**config.mk**
```make
export PLATFORM = sky130hd
export DESIGN_NAME = rrd_div
export DESIGN_NICKNAME = d
export VERILOG_FILES = /design/src/rtl/rrd_pkg.sv /design/src/rtl/rrd_div.sv
export SDC_FILE = /design/constraint.sdc
export NUM_CORES = 1
export LEC_CHECK = 0
export ABC_AREA = 1
export BUFFER_PORTS_ARGS = -buffer_cell sky130_fd_sc_hd__buf_2
export CAP_MARGIN = 20
export CELL_PAD_IN_SITES_DETAIL_PLACEMENT = 1
export CELL_PAD_IN_SITES_GLOBAL_PLACEMENT = 1
export CORE_AREA = 10 10 372 230
export DETAILED_ROUTE_END_ITERATION = 8
export DIE_AREA = 0 0 382 240
export PLACE_DENSITY = 0.88
export SYNTH_ARGS = -nofsm -noshare
export SYNTH_HDL_FRONTEND = slang
export SYNTH_SLANG_ARGS = --single-unit
```
**constraint.sdc**
```tcl
create_clock -name clk_i -period 9.8 [get_ports clk_i]
set_clock_uncertainty 0.05 [all_clocks]
set_input_delay 1.96 -clock clk_i [delete_from_list [all_inputs] [get_ports clk_i]]
set_output_delay 1.96 -clock clk_i [all_outputs]
set_load 0.01 [all_outputs]
```
**src/rtl/rrd_pkg.sv**
```systemverilog
// Types and constants shared by the refraction direction unit
package rrd_pkg;

  typedef struct packed {
    logic signed [15:0] dir_x;
    logic signed [15:0] dir_y;
    logic signed [15:0] dir_z;
    logic signed [15:0] normal_x;
    logic signed [15:0] normal_y;
    logic signed [15:0] normal_z;
    logic               is_outside;
    logic               air_boundary;
    logic [13:0]        origin_index;
    logic [13:0]        hit_index;
    logic [15:0]        transmit_coeff;
    logic [15:0]        contrib;
  } ray_in_t;

  typedef struct packed {
    logic signed [15:0] new_dir_x;
    logic signed [15:0] new_dir_y;
    logic signed [15:0] new_dir_z;
    logic [15:0]        new_contrib;
    logic               new_outside;
    logic               total_internal;
  } ray_out_t;

  // per-ray data carried alongside the arithmetic
  typedef struct packed {
    logic [2:0][15:0] dir;
    logic [2:0][15:0] nrm;
    logic             outside;
    logic [15:0]      cont;
  } ray_t;

  typedef struct packed {
    ray_t               ray;
    logic signed [33:0] ndot;
  } div_side_t;

  typedef struct packed {
    ray_t               ray;
    logic               tir;
    logic signed [29:0] c1;
    logic signed [31:0] w;
    logic [15:0]        eta;
  } sq_side_t;

  localparam int unsigned DIV_QW     = 16;
  localparam int unsigned DIV_NW     = 28;
  localparam int unsigned DIV_DW     = 14;
  localparam int unsigned DIV_STEP   = 4;
  localparam int unsigned DIV_STAGES = DIV_QW / DIV_STEP;

  localparam int unsigned SQ_W     = 62;
  localparam int unsigned SQ_STEPS = 31;

  localparam logic [15:0] ETA_MAX     = 16'hFFFF;
  localparam logic [15:0] CONTRIB_ONE = 16'h8000;
  localparam int          DIR_MAX     = 16384;

endpackage

```
**src/rtl/rrd_div.sv**
```systemverilog
// Pipelined restoring divider for the index ratio, four quotient bits per stage
module rrd_div (
  input  logic                clk_i,
  input  logic                rst_ni,
  input  logic                en_i,
  input  logic                valid_i,
  input  logic [27:0]         num_i,
  input  logic [13:0]         den_i,
  input  logic                force_i,
  input  logic [15:0]         fval_i,
  input  rrd_pkg::div_side_t  side_i,
  output logic                valid_o,
  output logic [15:0]         eta_o,
  output rrd_pkg::div_side_t  side_o
);

  localparam int unsigned QW = rrd_pkg::DIV_QW;
  localparam int unsigned NW = rrd_pkg::DIV_NW;
  localparam int unsigned DW = rrd_pkg::DIV_DW;
  localparam int unsigned SW = rrd_pkg::DIV_STEP;
  localparam int unsigned NS = rrd_pkg::DIV_STAGES;

  function automatic logic [DW+SW-1:0] div_step(input logic [DW-1:0] rem,
                                                input logic [SW-1:0] bits,
                                                input logic [DW-1:0] den);
    logic [DW:0]   t;
    logic [DW-1:0] r;
    logic [SW-1:0] q;
    r = rem;
    q = '0;
    for (int i = SW - 1; i >= 0; i--) begin
      t = {r, bits[i]};
      if (t >= {1'b0, den}) begin
        t    = t - {1'b0, den};
        q[i] = 1'b1;
      end
      r = t[DW-1:0];
    end
    return {r, q};
  endfunction

  logic [NS-1:0]      vld_q;
  logic [DW-1:0]      rem_q  [NS];
  logic [QW-1:0]      quo_q  [NS];
  logic [QW-1:0]      lo_q   [NS];
  logic [DW-1:0]      den_q  [NS];
  logic               frc_q  [NS];
  logic [15:0]        fval_q [NS];
  rrd_pkg::div_side_t side_q [NS];

  logic [NS-1:0]      vld_in;
  logic [DW-1:0]      rem_in  [NS];
  logic [QW-1:0]      quo_in  [NS];
  logic [QW-1:0]      lo_in   [NS];
  logic [DW-1:0]      den_in  [NS];
  logic               frc_in  [NS];
  logic [15:0]        fval_in [NS];
  rrd_pkg::div_side_t side_in [NS];
  logic [DW+SW-1:0]   res     [NS];

  always_comb begin
    vld_in[0]  = valid_i;
    rem_in[0]  = {{(DW-(NW-QW)){1'b0}}, num_i[NW-1:QW]};
    quo_in[0]  = '0;
    lo_in[0]   = num_i[QW-1:0];
    den_in[0]  = den_i;
    frc_in[0]  = force_i;
    fval_in[0] = fval_i;
    side_in[0] = side_i;
    for (int k = 1; k < NS; k++) begin
      vld_in[k]  = vld_q[k-1];
      rem_in[k]  = rem_q[k-1];
      quo_in[k]  = quo_q[k-1];
      lo_in[k]   = lo_q[k-1];
      den_in[k]  = den_q[k-1];
      frc_in[k]  = frc_q[k-1];
      fval_in[k] = fval_q[k-1];
      side_in[k] = side_q[k-1];
    end
    for (int k = 0; k < NS; k++) begin
      res[k] = div_step(rem_in[k], lo_in[k][QW-1 -: SW], den_in[k]);
    end
  end

  always_ff @(posedge clk_i or negedge rst_ni) begin
    if (!rst_ni) begin
      vld_q <= '0;
    end else if (en_i) begin
      vld_q <= vld_in;
    end
  end

  always_ff @(posedge clk_i) begin
    if (en_i) begin
      for (int k = 0; k < NS; k++) begin
        rem_q[k]  <= res[k][DW+SW-1:SW];
        quo_q[k]  <= {quo_in[k][QW-SW-1:0], res[k][SW-1:0]};
        lo_q[k]   <= {lo_in[k][QW-SW-1:0], {SW{1'b0}}};
        den_q[k]  <= den_in[k];
        frc_q[k]  <= frc_in[k];
        fval_q[k] <= fval_in[k];
        side_q[k] <= side_in[k];
      end
    end
  end

  assign valid_o = vld_q[NS-1];
  assign eta_o   = frc_q[NS-1] ? fval_q[NS-1] : quo_q[NS-1];
  assign side_o  = side_q[NS-1];

endmodule

```
==> metrics.csv <==
metric,value,unit
drt-met1-wl,48720,um
multiInputGateArea,0.01194,mm^2
boundaryPins,374,
slew_violations,0,
dr.max_layer_used,met5,
worst_setup_path_start_kind,flip-flop,
nFillCells,8352,
place_congestion,0.9635,
yosysSeqAreaShare,64.72,%
setup_violations,0,
syn_area,0.03746,mm^2
whs,0.3319,ns
grt_pass1_wl,165400,um
setup_ws,0.5532,ns
status,"complete, no violations",
cts.sinks,808,
grt_pass1_vias,26530,
synth.avg_cell_area,12.08,um^2
synth_top_area_cell,edfxtp_1,
drv_cap,0,
critPathMaxStageDelay,0.45,ns
synthCells,3100,
yosys-top-cells-area,"edfxtp_1 64%, ha_1 7.4%, nand2_1 7.1%, inv_1 2.8%, a21oi_1 2.5%",
path_clk_slew,0.07,ns
fmax,108.1,MHz
wl,111300,um
ant_nets,0,
final_nets,4009,
portBuffers,373,
hold_viol,0,
grt_usage,23.68,%
hold_path_class,flip-flop to flip-flop,
met3_length,8525,um
final_common_cell,edfxtp_1,
start_util,47.61,%
cp-end-kind,flip-flop,
areaGrowthSynthToFinish,15.76,%
grt_max_degree,179,
drive_gt1_share,17.07,%
wl_met2,52450,um
crit_buf_inv,5,
core_region_area,0.07868,mm^2
worst-setup-path-type,flip-flop to flip-flop,
drc_errors,0,
cts_max_path_buffers,3,
std_cell_rows,80,
synth_flop_cell,edfxtp_1,
synth_seq_cells,808,
final_cell_mix,"804 x edfxtp_1, 705 x nand2_1, 372 x buf_2, 283 x inv_1, 223 x ha_1",
cp-startpoint,den_q[1][11]$_DFFE_PP_,
die_width,382,um
antenna_found_initial,9,
cts_buffers,76,
die_height,240,um
cts_tree,built,
cpMostUsedCell,nand2_1,
dr_total_vias,25780,
async_reset_ff_share,0.4950,%
dp_slack,-0.2536,ns
post-route-min-period,9.247,ns
worstHoldStart,side_q[2][91]$_DFFE_PP_,
grt.overflow.total,0,
die-area,0.09168,mm^2
drtPass1Iterations,5,
slew_headroom,31.41,%
ys_warn_count,0,
holdBufCountCts,0,
cts_root_buffer,clkbuf_16,
cp_max_fo,19,
synth_edf_count,804,
finish.utilization,55.11,%
drt_iter0_drc,2430,
tightestPinTransition,1.029,ns
vias_per_cell,5.495,
clkLatencyLatePin,0.68,ns
avgRoutedWirePerCell,23.72,um
worstReg2RegStart,den_q[1][11]$_DFFE_PP_,
dpl.hpwl,84080,um
worstPathRequired,10.18,ns
seqCellArea,0.02424,mm^2
htreeDepth,3,
synth_top_area_share,64.46,%
critical-path-top-delay-family,simple AND/OR/NAND/NOR gates,
cpMaxStageDelayCell,ha_1,
post-route-period-util,94.35,%
worstPathArrival,9.63,ns
syn-num-nets,3548,
synth.distinct_cells,49,
==> worst reg2reg max path, delay by kind of cell (launching register included) <==
family | cells | cell delay, ns
AND/OR/NAND/NOR | 24 | 3.37
AO/OA/AOI/OAI | 12 | 2.74
adder cells (fa/ha/maj) | 4 | 1.40
buffers and inverters | 5 | 1.05
flip-flops | 1 | 0.40
==> kinds of logic (layout without fill, tap and decap cells) <==
| family | count (synthesis) | count (layout) | share of synthesized area [%] |
|---|---|---|---|
| AND/OR/NAND/NOR | 1107 | 1108 | 12.78 |
| multiplexers | 18 | 18 | 0.5411 |
| XOR/XNOR | 152 | 152 | 3.554 |
| adder cells (fa/ha/maj) | 238 | 238 | 8.251 |
| buffers and inverters | 325 | 845 | 3.531 |
| AO/OA/AOI/OAI | 452 | 452 | 6.624 |
| flip-flops | 808 | 808 | 64.72 |
| other | 0 | 4 | 0 |
==> stage by stage <==
| stage | instances | instance area, um^2 | setup TNS (ns) |
|---|---|---|---|
| final | 4691 | 43360 | 0 |
| after global routing | 4690 | 43360 | -0.06501 |
| after CTS | 4681 | 43260 | 0 |
| after detailed placement | 4543 | 40810 | -1.726 |
| after global placement | 4542 | 40780 | 0 |
| after floorplan | 3100 | 37460 | 0 |
==> state kept, by name, summed over array words and instances, names as in the netlist <==
register	cells
den_q	42
frc_q	4
fval_q	64
lo_q	24
quo_q	40
rem_q	42
side_q	588
vld_q	4
==> layer usage <==
| metal | GRT usage, % | vias to the layer above |
|---|---|---|
| li1 | - | 11880 |
| met1 | 32.79 | 12820 |
| met2 | 38.75 | 937 |
| met3 | 5.064 | 130 |
| met4 | 4.085 | 10 |
| met5 | 0 | - |
==> cells in the mapped netlist (all sizes together), types with 4 or more instances <==
library cell and count:
edfxtp 804, buf 32, dfrtp 4, nor2 131
o2111ai 4, inv 290, xnor2 67, nand4 31
nand3b 6, a211oi 7, mux2 18, o21bai 15
nand2 716, o21a 9, nor3 27, nand3 173
fa 15, a21o 9, a31oi 5, nor4 4
ha 223, xor2 85, o21ai 191, or2 14
a21oi 192, o31ai 5, o211ai 6
==> repair_timing <==
item	CTS	global route
setup buffers	0	4
resized for setup	0	17
endpoints found under the setup margin	0	46
==> path summary, 6_finish.rpt <==
path | endpoint | slack [ns] | cells after the start
worst max register to register | rem_q[2][11]$_DFFE_PP_ | 0.55 | 45
min in group asynchronous | vld_q[0]$_DFFE_PN0P_ | 1.04 | 1
worst max-delay path | rem_q[2][11]$_DFFE_PP_ | 0.55 | 45
worst min-delay path | side_q[3][91]$_DFFE_PP_ | 0.33 | 0
max in group asynchronous | vld_q[3]$_DFFE_PN0P_ | 8.54 | 1
worst min register to register | side_q[3][91]$_DFFE_PP_ | 0.33 | 0
==> layout make-up <==
class	instances	share of cell area, %
Timing Repair Buffer	417	5.309
Sequential cell	808	55.91
Clock inverter	52	1.169
Antenna cell	4	0.02308
Tap cell	1066	3.076
Clock buffer	86	4.473
Multi-Input combinational cell	1968	27.53
Inverter	290	2.510
Power is not shown: default switching activity piles up to over one toggle a cycle in this logic, so the estimate is an artifact.
